[src/sv/wsm_pkg.sv]
// Shared definitions for the wildcard string matcher.
// Item kinds, wildcard byte codes and the structs passed between modules.
// No dependencies.
package wsm_pkg;

    // Default pattern capacity in bytes
    localparam int PATTERN_MAX_DEFAULT = 64;

    // Item kinds carried in s_tuser
    localparam logic [1:0] KIND_CLEAR  = 2'd0;
    localparam logic [1:0] KIND_APPEND = 2'd1;
    localparam logic [1:0] KIND_TEXT   = 2'd2;
    localparam logic [1:0] KIND_END    = 2'd3;

    // Wildcard bytes in the pattern
    localparam logic [7:0] STAR_BYTE = 8'h2A;
    localparam logic [7:0] ANY_BYTE  = 8'h3F;

    // One registered item handed to the matcher core
    typedef struct packed {
        logic       valid;
        logic [1:0] kind;
        logic [7:0] char_value;
    } step_t;

    // End-of-text verdict from the core
    typedef struct packed {
        logic matched;
        logic pattern_overflow;
    } result_t;

endpackage

[src/sv/wsm_closure.sv]
// Star closure of a set of reachable pattern positions.
// Log-depth prefix network: a reachable star carries reachability one position on.
// Depends on wsm_pkg for the default capacity only.
module wsm_closure #(
    parameter int PATTERN_MAX = wsm_pkg::PATTERN_MAX_DEFAULT
) (
    input  logic [PATTERN_MAX:0]   seed,      // reachable positions before closure
    input  logic [PATTERN_MAX-1:0] star_mask, // bit i: pattern byte i is a star
    output logic [PATTERN_MAX:0]   closed     // reachable positions after closure
);

    localparam int W      = PATTERN_MAX + 1;
    localparam int LEVELS = $clog2(W);

    // g: reachable so far; p: position j reachable from j-span through stars
    logic [W-1:0] g_lvl [LEVELS+1];
    logic [W-1:0] p_lvl [LEVELS];

    assign g_lvl[0] = seed;
    assign p_lvl[0] = {star_mask, 1'b0};

    genvar l, j;
    generate
        for (l = 0; l < LEVELS; l++) begin : g_level
            localparam int D = 1 << l;
            for (j = 0; j < W; j++) begin : g_bit
                if (j >= D) begin : g_span
                    assign g_lvl[l+1][j] = g_lvl[l][j] | (p_lvl[l][j] & g_lvl[l][j-D]);
                    if (l + 1 < LEVELS) begin : g_prop
                        assign p_lvl[l+1][j] = p_lvl[l][j] & p_lvl[l][j-D];
                    end
                end else begin : g_pass
                    assign g_lvl[l+1][j] = g_lvl[l][j];
                    if (l + 1 < LEVELS) begin : g_prop
                        assign p_lvl[l+1][j] = 1'b0;
                    end
                end
            end
        end
    endgenerate

    assign closed = g_lvl[LEVELS];

endmodule

[src/sv/wsm_core.sv]
// Matcher core: pattern store, length, overflow flag and reachable-position vector.
// One registered item is applied per cycle; the verdict for end of text is combinational.
// Depends on wsm_pkg and wsm_closure.
module wsm_core #(
    parameter int PATTERN_MAX = wsm_pkg::PATTERN_MAX_DEFAULT
) (
    input  logic             clk,
    input  logic             rst_n,
    input  wsm_pkg::step_t   step,    // item applied at this edge when valid
    output wsm_pkg::result_t result   // verdict for an end-of-text item
);

    localparam int LEN_W = $clog2(PATTERN_MAX + 1);
    localparam int IDX_W = (PATTERN_MAX > 1) ? $clog2(PATTERN_MAX) : 1;

    // Pattern bytes, valid below len_reg only
    logic [7:0]             store_reg [PATTERN_MAX];
    logic [LEN_W-1:0]       len_reg;
    logic                   ovf_reg;
    logic [PATTERN_MAX:0]   reach_reg;

    logic [PATTERN_MAX-1:0] in_len;
    logic [PATTERN_MAX-1:0] star_cur;
    logic [PATTERN_MAX-1:0] lit_hit;
    logic [PATTERN_MAX-1:0] len_onehot;
    logic [PATTERN_MAX-1:0] star_app;
    logic [PATTERN_MAX:0]   adv_seed;
    logic [PATTERN_MAX:0]   seed_sel;
    logic [PATTERN_MAX-1:0] star_sel;
    logic [PATTERN_MAX:0]   closed;
    logic [PATTERN_MAX:0]   start_set;
    logic                   room;

    assign room      = len_reg < LEN_W'(PATTERN_MAX);
    assign start_set = {{PATTERN_MAX{1'b0}}, 1'b1};

    // Per-position decode of the stored pattern against the current byte
    genvar i;
    generate
        for (i = 0; i < PATTERN_MAX; i++) begin : g_pos
            assign in_len[i]     = LEN_W'(i) < len_reg;
            assign len_onehot[i] = LEN_W'(i) == len_reg;
            assign star_cur[i]   = in_len[i] && (store_reg[i] == wsm_pkg::STAR_BYTE);
            assign lit_hit[i]    = in_len[i] && (store_reg[i] != wsm_pkg::STAR_BYTE) &&
                                   ((store_reg[i] == wsm_pkg::ANY_BYTE) ||
                                    (store_reg[i] == step.char_value));
        end

        // Advance by one text byte: stars hold, literal hits move on
        assign adv_seed[0] = reach_reg[0] & star_cur[0];
        for (i = 1; i < PATTERN_MAX; i++) begin : g_adv
            assign adv_seed[i] = (reach_reg[i] & star_cur[i]) | (reach_reg[i-1] & lit_hit[i-1]);
        end
        assign adv_seed[PATTERN_MAX] = reach_reg[PATTERN_MAX-1] & lit_hit[PATTERN_MAX-1];
    endgenerate

    // Star mask of the pattern after an append
    assign star_app = star_cur |
                      (((step.char_value == wsm_pkg::STAR_BYTE) && room) ?
                       len_onehot : {PATTERN_MAX{1'b0}});

    // Closure inputs by item kind
    always_comb
    begin
        unique case (step.kind)
            wsm_pkg::KIND_CLEAR:
            begin
                seed_sel = start_set;
                star_sel = '0;
            end
            wsm_pkg::KIND_APPEND:
            begin
                seed_sel = start_set;
                star_sel = star_app;
            end
            wsm_pkg::KIND_TEXT:
            begin
                seed_sel = adv_seed;
                star_sel = star_cur;
            end
            default:
            begin
                seed_sel = start_set;
                star_sel = star_cur;
            end
        endcase
    end

    wsm_closure #(
        .PATTERN_MAX (PATTERN_MAX)
    ) u_closure (
        .seed      (seed_sel),
        .star_mask (star_sel),
        .closed    (closed)
    );

    // Verdict for end of text
    assign result.matched          = !ovf_reg && reach_reg[len_reg];
    assign result.pattern_overflow = ovf_reg;

    // Control state
    always_ff @(posedge clk or negedge rst_n)
    begin
        if (!rst_n)
        begin
            len_reg   <= '0;
            ovf_reg   <= 1'b0;
            reach_reg <= {{PATTERN_MAX{1'b0}}, 1'b1};
        end
        else if (step.valid)
        begin
            reach_reg <= closed;
            unique case (step.kind)
                wsm_pkg::KIND_CLEAR:
                begin
                    len_reg <= '0;
                    ovf_reg <= 1'b0;
                end
                wsm_pkg::KIND_APPEND:
                begin
                    if (room)
                    begin
                        len_reg <= len_reg + LEN_W'(1);
                    end
                    else
                    begin
                        ovf_reg <= 1'b1;
                    end
                end
                default:
                begin
                end
            endcase
        end
    end

    // Pattern bytes, no reset
    always_ff @(posedge clk)
    begin
        if (step.valid && (step.kind == wsm_pkg::KIND_APPEND) && room)
        begin
            store_reg[len_reg[IDX_W-1:0]] <= step.char_value;
        end
    end

    // A clear empties the pattern and drops the overflow flag
    a_clear: assert property (@(posedge clk) disable iff (!rst_n)
        step.valid && (step.kind == wsm_pkg::KIND_CLEAR) |=> (len_reg == '0) && !ovf_reg)
        else $error("clear did not empty the pattern");

    // Overflow only ever with a full store
    a_ovf_full: assert property (@(posedge clk) disable iff (!rst_n)
        ovf_reg |-> (len_reg == LEN_W'(PATTERN_MAX)))
        else $error("overflow flag with a store that is not full");

    // No position past the pattern end is reachable
    a_reach_range: assert property (@(posedge clk) disable iff (!rst_n)
        (reach_reg[PATTERN_MAX:1] & ~in_len) == '0)
        else $error("reachable position beyond pattern length");

endmodule

[src/sv/wildcard_string_matcher_top.sv]
// Top level of the wildcard string matcher: input register, core and result register.
// Depends on wsm_pkg and wsm_core.
//
//  channel | dir | tdata             | tuser              | transfer
//  s_*     | in  | [7:0] char_value  | [1:0] kind         | one item per transfer
//  m_*     | out | [0] matched       | [0] pattern_overflow | one result per end of text
//
// One item per cycle while no end-of-text item waits; the position update and star
// closure are combinational between the input register and the state registers.
// A result reaches m_* through the input register and then the result register.
// Reset empties the pattern; no clearing pass, items are taken right after reset.
// Only an end-of-text item waits, while the result register holds an untaken result.
module wildcard_string_matcher_top #(
    parameter int PATTERN_MAX = wsm_pkg::PATTERN_MAX_DEFAULT
) (
    input  logic       clk,
    input  logic       rst_n,
    input  logic       s_tvalid,
    output logic       s_tready,
    input  logic [7:0] s_tdata,   // [7:0] char_value
    input  logic [1:0] s_tuser,   // [1:0] kind
    output logic       m_tvalid,
    input  logic       m_tready,
    output logic [7:0] m_tdata,   // [0] matched, [7:1] zero
    output logic [0:0] m_tuser    // [0] pattern_overflow
);

    logic             in_valid_reg;
    logic [1:0]       in_kind_reg;
    logic [7:0]       in_char_reg;
    logic             out_valid_reg;
    logic             out_match_reg;
    logic             out_ovf_reg;
    logic             go;
    logic             is_end;
    wsm_pkg::step_t   step;
    wsm_pkg::result_t result;

    // Held item goes to the core unless its result has nowhere to go
    assign is_end   = in_kind_reg == wsm_pkg::KIND_END;
    assign go       = in_valid_reg && !(is_end && out_valid_reg && !m_tready);
    assign s_tready = !in_valid_reg || go;

    // Input register
    always_ff @(posedge clk or negedge rst_n)
    begin
        if (!rst_n)
        begin
            in_valid_reg <= 1'b0;
        end
        else if (s_tready)
        begin
            in_valid_reg <= s_tvalid;
        end
    end

    always_ff @(posedge clk)
    begin
        if (s_tready && s_tvalid)
        begin
            in_kind_reg <= s_tuser;
            in_char_reg <= s_tdata;
        end
    end

    assign step.valid      = go;
    assign step.kind       = in_kind_reg;
    assign step.char_value = in_char_reg;

    wsm_core #(
        .PATTERN_MAX (PATTERN_MAX)
    ) u_core (
        .clk    (clk),
        .rst_n  (rst_n),
        .step   (step),
        .result (result)
    );

    // Result register
    always_ff @(posedge clk or negedge rst_n)
    begin
        if (!rst_n)
        begin
            out_valid_reg <= 1'b0;
        end
        else if (go && is_end)
        begin
            out_valid_reg <= 1'b1;
        end
        else if (m_tready)
        begin
            out_valid_reg <= 1'b0;
        end
    end

    always_ff @(posedge clk)
    begin
        if (go && is_end)
        begin
            out_match_reg <= result.matched;
            out_ovf_reg   <= result.pattern_overflow;
        end
    end

    assign m_tvalid = out_valid_reg;
    assign m_tdata  = {7'd0, out_match_reg};
    assign m_tuser  = out_ovf_reg;

    // An end of text taken by the core always leaves a result behind
    a_end_result: assert property (@(posedge clk) disable iff (!rst_n)
        go && is_end |=> out_valid_reg)
        else $error("end of text produced no result");

    // Overflow is never reported together with a match
    a_ovf_nomatch: assert property (@(posedge clk) disable iff (!rst_n)
        out_valid_reg && out_ovf_reg |-> !out_match_reg)
        else $error("match reported with pattern overflow");

    // A waiting result holds still until it is taken
    a_out_hold: assert property (@(posedge clk) disable iff (!rst_n)
        m_tvalid && !m_tready |=> m_tvalid && $stable(m_tdata) && $stable(m_tuser))
        else $error("result changed while waiting");

endmodule
[config.mk]
export PLATFORM = sky130hd
export DESIGN_NAME = wildcard_string_matcher_top
export DESIGN_NICKNAME = d
export VERILOG_FILES = /design/src/sv/wsm_pkg.sv /design/src/sv/wsm_closure.sv /design/src/sv/wsm_core.sv /design/src/sv/wildcard_string_matcher_top.sv
export SDC_FILE = /design/constraint.sdc
export NUM_CORES = 2
export LEC_CHECK = 0
export BUFFER_PORTS_ARGS = -buffer_cell sky130_fd_sc_hd__buf_2
export CAP_MARGIN = 40
export CORE_MARGIN = 2
export CORE_UTILIZATION = 30
export DETAILED_ROUTE_END_ITERATION = 10
export MAX_ROUTING_LAYER = met4
export PLACE_DENSITY = 0.4
export SLEW_MARGIN = 30
export SYNTH_ARGS = -nofsm -noshare
export SYNTH_HDL_FRONTEND = slang
export SYNTH_HIERARCHICAL = 1
export SYNTH_SLANG_ARGS = --single-unit
[constraint.sdc]
create_clock -name clk -period 5.6 [get_ports clk]
set_input_delay 0.28 -clock clk [delete_from_list [all_inputs] [get_ports clk]]
set_output_delay 0.28 -clock clk [all_outputs]
set_load 0.005 [all_outputs]
* Yosys cells after proc, flatten, opt, wreduce, memory -nomap -nowiden
Memories as Yosys holds them, arrays and structs flattened.
Index checks and enable logic that the tools add are counted.
** Storage, ports and cells
- Register bits after elaboration :: 87
- RAM bits :: 512
- Bits of input ports :: 14
- Output and inout bits :: 11
- Memories :: 1
** Memories
- u_core.store_reg :: depth 64, bits a word 8, read ports 64, clocked after memory_dff 0, write ports 1, line wsm_core.sv:17 : logic [7:0] store_reg [PATTERN_MAX];
** Cells by class
- $add $sub $neg :: 1
- $lt $le $gt $ge :: 66
- Eq/ne operators :: 325
- Mux-type cells :: 13
- Bitwise gates (word level) :: 1112
- Reduce and logical (&&, ||, !) cells :: 276
** Operator list (number)
- == test 8 x 6 -> 1 bit (second input constant) :: 129
- bitwise AND 1 bit :: 720
- == test 8 bit :: 64
- inequality test 8 x 6 -> 1 bit (second input constant) :: 64
- OR 1 bit :: 391
- == test 6 x 7 -> 1 bit (first input constant) :: 32
- < comparator 6 x 7 -> 1 bit (first input constant) :: 32
- logical AND 1 bit :: 201
- one-hot mux 64 bit (2 select lines) :: 1
- == test 5 x 7 -> 1 bit (first input constant) :: 16
- < comparator 5 x 7 -> 1 bit (first input constant) :: 16
- logical OR 1 bit :: 65
- 2-to-1 mux 65 bit :: 1
- 2-to-1 mux 64 bit :: 1
- OR 64 bit :: 1
- == test 4 x 7 -> 1 bit (first input constant) :: 8
- < comparator 4 x 7 -> 1 bit (first input constant) :: 8
- == test 3 x 7 -> 1 bit (first input constant) :: 4
- < comparator 3 x 7 -> 1 bit (first input constant) :: 4
- == test 2 x 7 -> 1 bit (first input constant) :: 2
- < comparator 1 x 7 -> 1 bit (first input constant) :: 2
- < comparator 2 x 7 -> 1 bit (first input constant) :: 2
- one-hot mux 7 bit (2 select lines) :: 1
- < comparator 7 x 8 -> 1 bit (second input constant) :: 1
- 16 further kinds :: 27

* Longest topological paths before layout
An unclocked memory read counts as a cell.
- Depth after elaboration :: 20
- Depth in mapped cells :: 20

* Hierarchy
The synthesis kept the hierarchy.
** By module, submodules not included
- wsm_core :: times used 1, cells each 2536, area each 29873.7 sq um
- wsm_closure :: times used 1, cells each 351, area each 2005.7 sq um
- wildcard_string_matcher_top :: times used 1, cells each 32, area each 535.5 sq um

* Worst setup path after synthesis
OpenSTA, ideal clock, no wires.
- Path kind :: register to register
- From :: register in_char_reg[3]
- To :: register u_core.reach_reg[64]
- Setup time :: 65 ps
- Data arrival time :: 4897 ps
- Path slack :: 639 ps
- Cell stages (with the launch flop) :: 17
- Buffers on the path :: 0
- Period minus slack after synthesis :: 4961 ps
- Cells stage by stage :: edfxtp_1 -> or4bb_1 -> nor3_2 -> nand2_1 -> nor3_1 -> nand2_1 -> o32ai_1 -> nand4_1 -> o211ai_2 -> nor4_2 -> o31ai_4 -> a21oi_2 -> or4b_4 -> a311o_1 -> a21oi_2 -> a21o_1 -> mux2_2
** On the way
- Elaborated cells between the ends (all ways) :: 516
- Classes of those cells :: eq/ne (65); mux (3); bitwise (319); reduce/logical (129)
** RTL lines
- start: declaration :: line wildcard_string_matcher_top.sv:30 : logic [7:0] in_char_reg;
- start signal: assignment :: line wildcard_string_matcher_top.sv:62 : in_char_reg <= s_tdata;
- == test 8 x 6 -> 1 bit * :: line wsm_core.sv:59 : (((step.char_value == wsm_pkg::STAR_BYTE) && room) ?
- logical AND 1 bit * :: line wsm_core.sv:59
- 2-to-1 mux 64 bit * :: line wsm_core.sv:59
- OR 64 bit * :: line wsm_core.sv:58 : assign star_app = star_cur |
- one-hot mux 64 bit (2 select lines) * :: line wsm_core.sv:65 : unique case (step.kind)
- named net u_core.star_sel[3] :: line wsm_core.sv:29 : logic [PATTERN_MAX-1:0] star_sel;
- bitwise AND 1 bit, on equally long branches :: line wsm_closure.sv:28, wsm_closure.sv:30
- OR 1 bit / bitwise AND 1 bit (equally long branches) :: line wsm_closure.sv:28 : assign g_lvl[l+1][j] = g_lvl[l][j] | (p_lvl[l][j] & g_lvl[l][j-D]);
- [... 3 more ...]
- bitwise AND 1 bit :: line wsm_closure.sv:28
- OR 1 bit :: line wsm_closure.sv:28
- bitwise AND 1 bit :: line wsm_closure.sv:28
- OR 1 bit :: line wsm_closure.sv:28
- bitwise AND 1 bit :: line wsm_closure.sv:28
- OR 1 bit :: line wsm_closure.sv:28
- OR 1 bit * :: line wsm_closure.sv:28
- named net u_core.closed[64] :: line wsm_core.sv:30 : logic [PATTERN_MAX:0] closed;
- end signal: assignment :: line wsm_core.sv:108 : reach_reg <= {{PATTERN_MAX{1'b0}}, 1'b1};
- end signal: assignment :: line wsm_core.sv:112 : reach_reg <= closed;
- end: declaration :: line wsm_core.sv:20 : logic [PATTERN_MAX:0] reach_reg;
The timed path passes the listed nets; every way through them passes the cells marked *.
A chain may end at the register's enable or synchronous reset.

* Final worst setup path
- From :: register u_core.len_reg[2]
- To :: register u_core.reach_reg[42]
** On the way
- Elaborated cells between the ends (all ways) :: 468
- Classes of those cells :: order compare (44); eq/ne (41); mux (3); bitwise (251); reduce/logical (129)
** RTL lines
- start: declaration :: line wsm_core.sv:18 : logic [LEN_W-1:0] len_reg;
- start signal: assignment :: line wsm_core.sv:123 : len_reg <= len_reg + LEN_W'(1);
- < comparator 4 x 7 -> 1 bit :: line wsm_core.sv:41 : assign in_len[i] = LEN_W'(i) < len_reg;
- logical AND 1 bit (2 in series) :: line wsm_core.sv:44 : assign lit_hit[i] = in_len[i] && (store_reg[i] != wsm_pkg::STAR_BYTE) &&
- bitwise AND 1 bit :: line wsm_core.sv:52 : assign adv_seed[i] = (reach_reg[i] & star_cur[i]) | (reach_reg[i-1] & lit_hit[i-1]);
- OR 1 bit * :: line wsm_core.sv:52
- 2-to-1 mux 65 bit * :: line wsm_core.sv:65
- named net u_core.seed_sel[14] :: line wsm_core.sv:28 : logic [PATTERN_MAX:0] seed_sel;
- OR 1 bit * (2 in series) :: line wsm_closure.sv:28
- bitwise AND 1 bit * :: line wsm_closure.sv:28
- OR 1 bit * :: line wsm_closure.sv:28
- bitwise AND 1 bit * :: line wsm_closure.sv:28
- OR 1 bit * :: line wsm_closure.sv:28
- bitwise AND 1 bit * :: line wsm_closure.sv:28
- OR 1 bit * (2 in series) :: line wsm_closure.sv:28
- named net u_core.closed[42] :: line wsm_core.sv:30
Marked as above.

==> qor.yml <==
layout_commonest_cell: "edfxtp_1"
cp_data_required_time_ps: 6130
worst_pin_slew_ps: 841.8
syn_avg_cell_area_um2: 11.10
drt_first_pass_iters: 5
core_um2: 107100
synth_ff_type: "edfxtp_1"
worstHoldPathType: "in -> async"
cap_violations: 0
setup_viol: 0
largest_reg_flops: 512
portBuffers: 17
power_leakage_nw: 12.05
drive_above_1_share: 0.1337
place.gp.congestion: 0.9512
hold_viol_final: 0
netlist_area_um2: 32410
path_delay_family: "compound AO/OA/AOI/OAI gates"
outcome: "complete, no violations"
drt_iter0_markers: 2098
finish.utilization: 0.3522
postCtsSetupBuffers: 0
crit_arrival_ps: 5920
start_kind: "register"
layout_common_cells: "edfxtp_1 (524), xnor2_1 (424), nor2_1 (300)"
first_global_vias: 24243
dieArea_um2: 110700
fmax_ghz: 0.1853
ys_async_sr_fraction: 0.1252
synth_area_leaders: "edfxtp_1 (49%), xnor2_1 (11%), dfrtp_1 (5.7%)"
grt_pass1_wl_um: 166200
drt_wl_total_um: 112600
hold_buffers: 14
max_stage_delay_ps: 610
grt_max_degree: 96
crit_buf_inv: 4
min_period_ps: 5397
rows: 120
skew_ps: 28.77
rsz0062_at_grt: "false"
synth_top_area_frac: 0.4854
seq_area_frac_synth: 0.5434
post_drt_wl_per_cell_um: 24.81
root_buffer: "clkbuf_16"
final_max_slew_viol_count: 0
cts_resized: 0
start_util: 0.3028
nNetsFinal: 3092
clk_latency_ps: 650
grt-ovfl-total: 0
swShare: 0.2635
viasPerCell: 5.369
fin_setup_tns_ps: 0
cts-buffers-inserted: 74
startpoint: "u_core/len_reg[2]"
reg2reg_from: "u_core/len_reg[2]"
path_cells: "buf_4, and2_0, a21oi_1, nor3_1, buf_4, nand2_1, a21oi_1, buf_4, a21o_1, a21o_1, a21oi_1, o21ai_0, a311oi_1, o21ai_0, buf_4, a21o_1, a21oi_1, o21ai_0, mux2_2"
clock_sinks: 599
clkTransAtPathRegs_ps: 60
combPwrFrac: 0.117
cts_tree: "built"
worst-setup-path-type: "reg -> reg"
dr_total_vias: 24358
max-slew-margin-rel: 0.4336
synth_edf_count: 524
die-width_um: 332.7
internal_power_mw: 7.992
synth_warnings: 6
synth_area_leader_cell: "edfxtp_1"
slowest_stage: "dfrtp_1"
fin_crit_sh: 0.9638
grt_antenna_before_repair: 1
critPathMaxFanout: 13
ys_types: 86
area_growth_syn_to_layout_pct: 16.32
route.detailed.drc: 0
track_usage: 0.2064
syn_inst: 2919
dpl.hpwl_um: 78930
finalPower_mw: 10.85
pin_count: 25
clkPwrFrac: 0.428
seqPwrFrac: 0.455
cp-end-kind: "register"
ir_drop_uv: 182.6
p_switching_mw: 2.859
htree_levels: 3
powerDensity_nw_per_um2: 287.8
diodes: 0
cts_buffer_depth: 3
ys_ff_latch: 599
fp.dieH_um: 332.7
drtAntennaViolNets: 0
path summary, 6_finish.rpt:
kind / end / slack [ps] / cells past startpoint
min in group clk: in_kind_reg[0] / 360 / 2
hold / removal: m_tvalid / 200 / 2
setup reg to reg: u_core/reach_reg[42] / 200 / 19
max in group asynchronous: u_core/reach_reg[63] / 4290 / 3
setup / recovery: u_core/reach_reg[42] / 200 / 19
hold reg to reg: u_core/reach_reg[22] / 530 / 1
through the flow:
| stage | instances | cell area [um^2] | hold WS (ps) | setup WS, ps |
|---|---|---|---|---|
| 3_3_place_gp | 4382 | 35160 | 342.5 | 294.5 |
| 2_1_floorplan | 2925 | 32440 | -15.59 | 638.8 |
| 6_report | 4537 | 37700 | 201.1 | 202.9 |
| 3_5_place_dp | 4387 | 35210 | 343.2 | 382.8 |
| 5_1_grt | 4537 | 37700 | 234.8 | 115.8 |
| 4_1_cts | 4537 | 37700 | 191.8 | 326.4 |
area by class of cell:
type	instances	area, um^2
clock buffers	85	1924
clock inverters	51	432.9
fillers	10532	69350
inverters	40	150.1
multi-input cells	2150	14070
flip-flops and latches	599	17610
well taps	1403	1755
repair buffers	209	1757
cells by family (layout without fill, tap and decap cells):
family	count (synthesis)	in the layout	synth area share
buffers and inverters	176	385	0.02428
xor gates and xnor gates	512	512	0.1383
and+or+nand+nor	1047	1047	0.1638
AOI/OAI and AO/OA	510	510	0.1023
muxes	70	70	0.02621
adders and majority gates	4	4	0.001544
DFF	599	599	0.5434
other	1	7	0.0001157
cell usage after synthesis, types with 27 or more instances:
| master | instances |
|---|---|
| a21o_1 | 44 |
| a21oi_1 | 135 |
| buf_2 | 65 |
| clkbuf_1 | 50 |
| dfrtp_1 | 74 |
| edfxtp_1 | 524 |
| inv_1 | 40 |
| mux2_2 | 59 |
| nand2_1 | 197 |
| nand3_1 | 94 |
| nand4_1 | 196 |
| nor2_1 | 301 |
| nor2b_1 | 27 |
| nor3_1 | 32 |
| nor4_1 | 38 |
| o21ai_0 | 83 |
| o22ai_1 | 62 |
| or3_1 | 27 |
| or4_1 | 44 |
| xnor2_1 | 424 |
| xor2_1 | 88 |
worst reg2reg max path, cell delays in order, from the launching register on:
cell and delay, ps:
dfrtp_1 610, buf_4 300, and2_0 190, a21oi_1 600, nor3_1 120, buf_4 190
nand2_1 70, a21oi_1 70, buf_4 190, a21o_1 160, a21o_1 180, a21oi_1 420
o21ai_0 210, a311oi_1 500, o21ai_0 230, buf_4 200, a21o_1 230, a21oi_1 290
o21ai_0 230, mux2_2 300
power groups by stage:
| stage | Combinational (mW) | Sequential [mW] | Clock, mW |
|---|---|---|---|
| 6_report | 1.27 | 4.94 | 4.64 |
| 5_1_grt | 1.35 | 4.94 | 4.95 |
| 4_1_cts | 1.27 | 4.94 | 4.80 |
| 3_5_place_dp | 1.26 | 5.03 | 0 |
| 3_3_place_gp | 1.26 | 5.03 | 0 |
| 2_1_floorplan | 0.685 | 5.03 | 0 |
per-layer routing:
metal | up-vias | routed length (um) | track usage
met5 | - | 0 | -
met2 | 620 | 51360 | 0.3197
met1 | 12396 | 52970 | 0.2806
li1 | 11188 | - | -
met4 | 0 | 3306 | 0.06692
met3 | 154 | 4928 | 0.02554
Note: power is estimated with default switching activity, not from simulation.
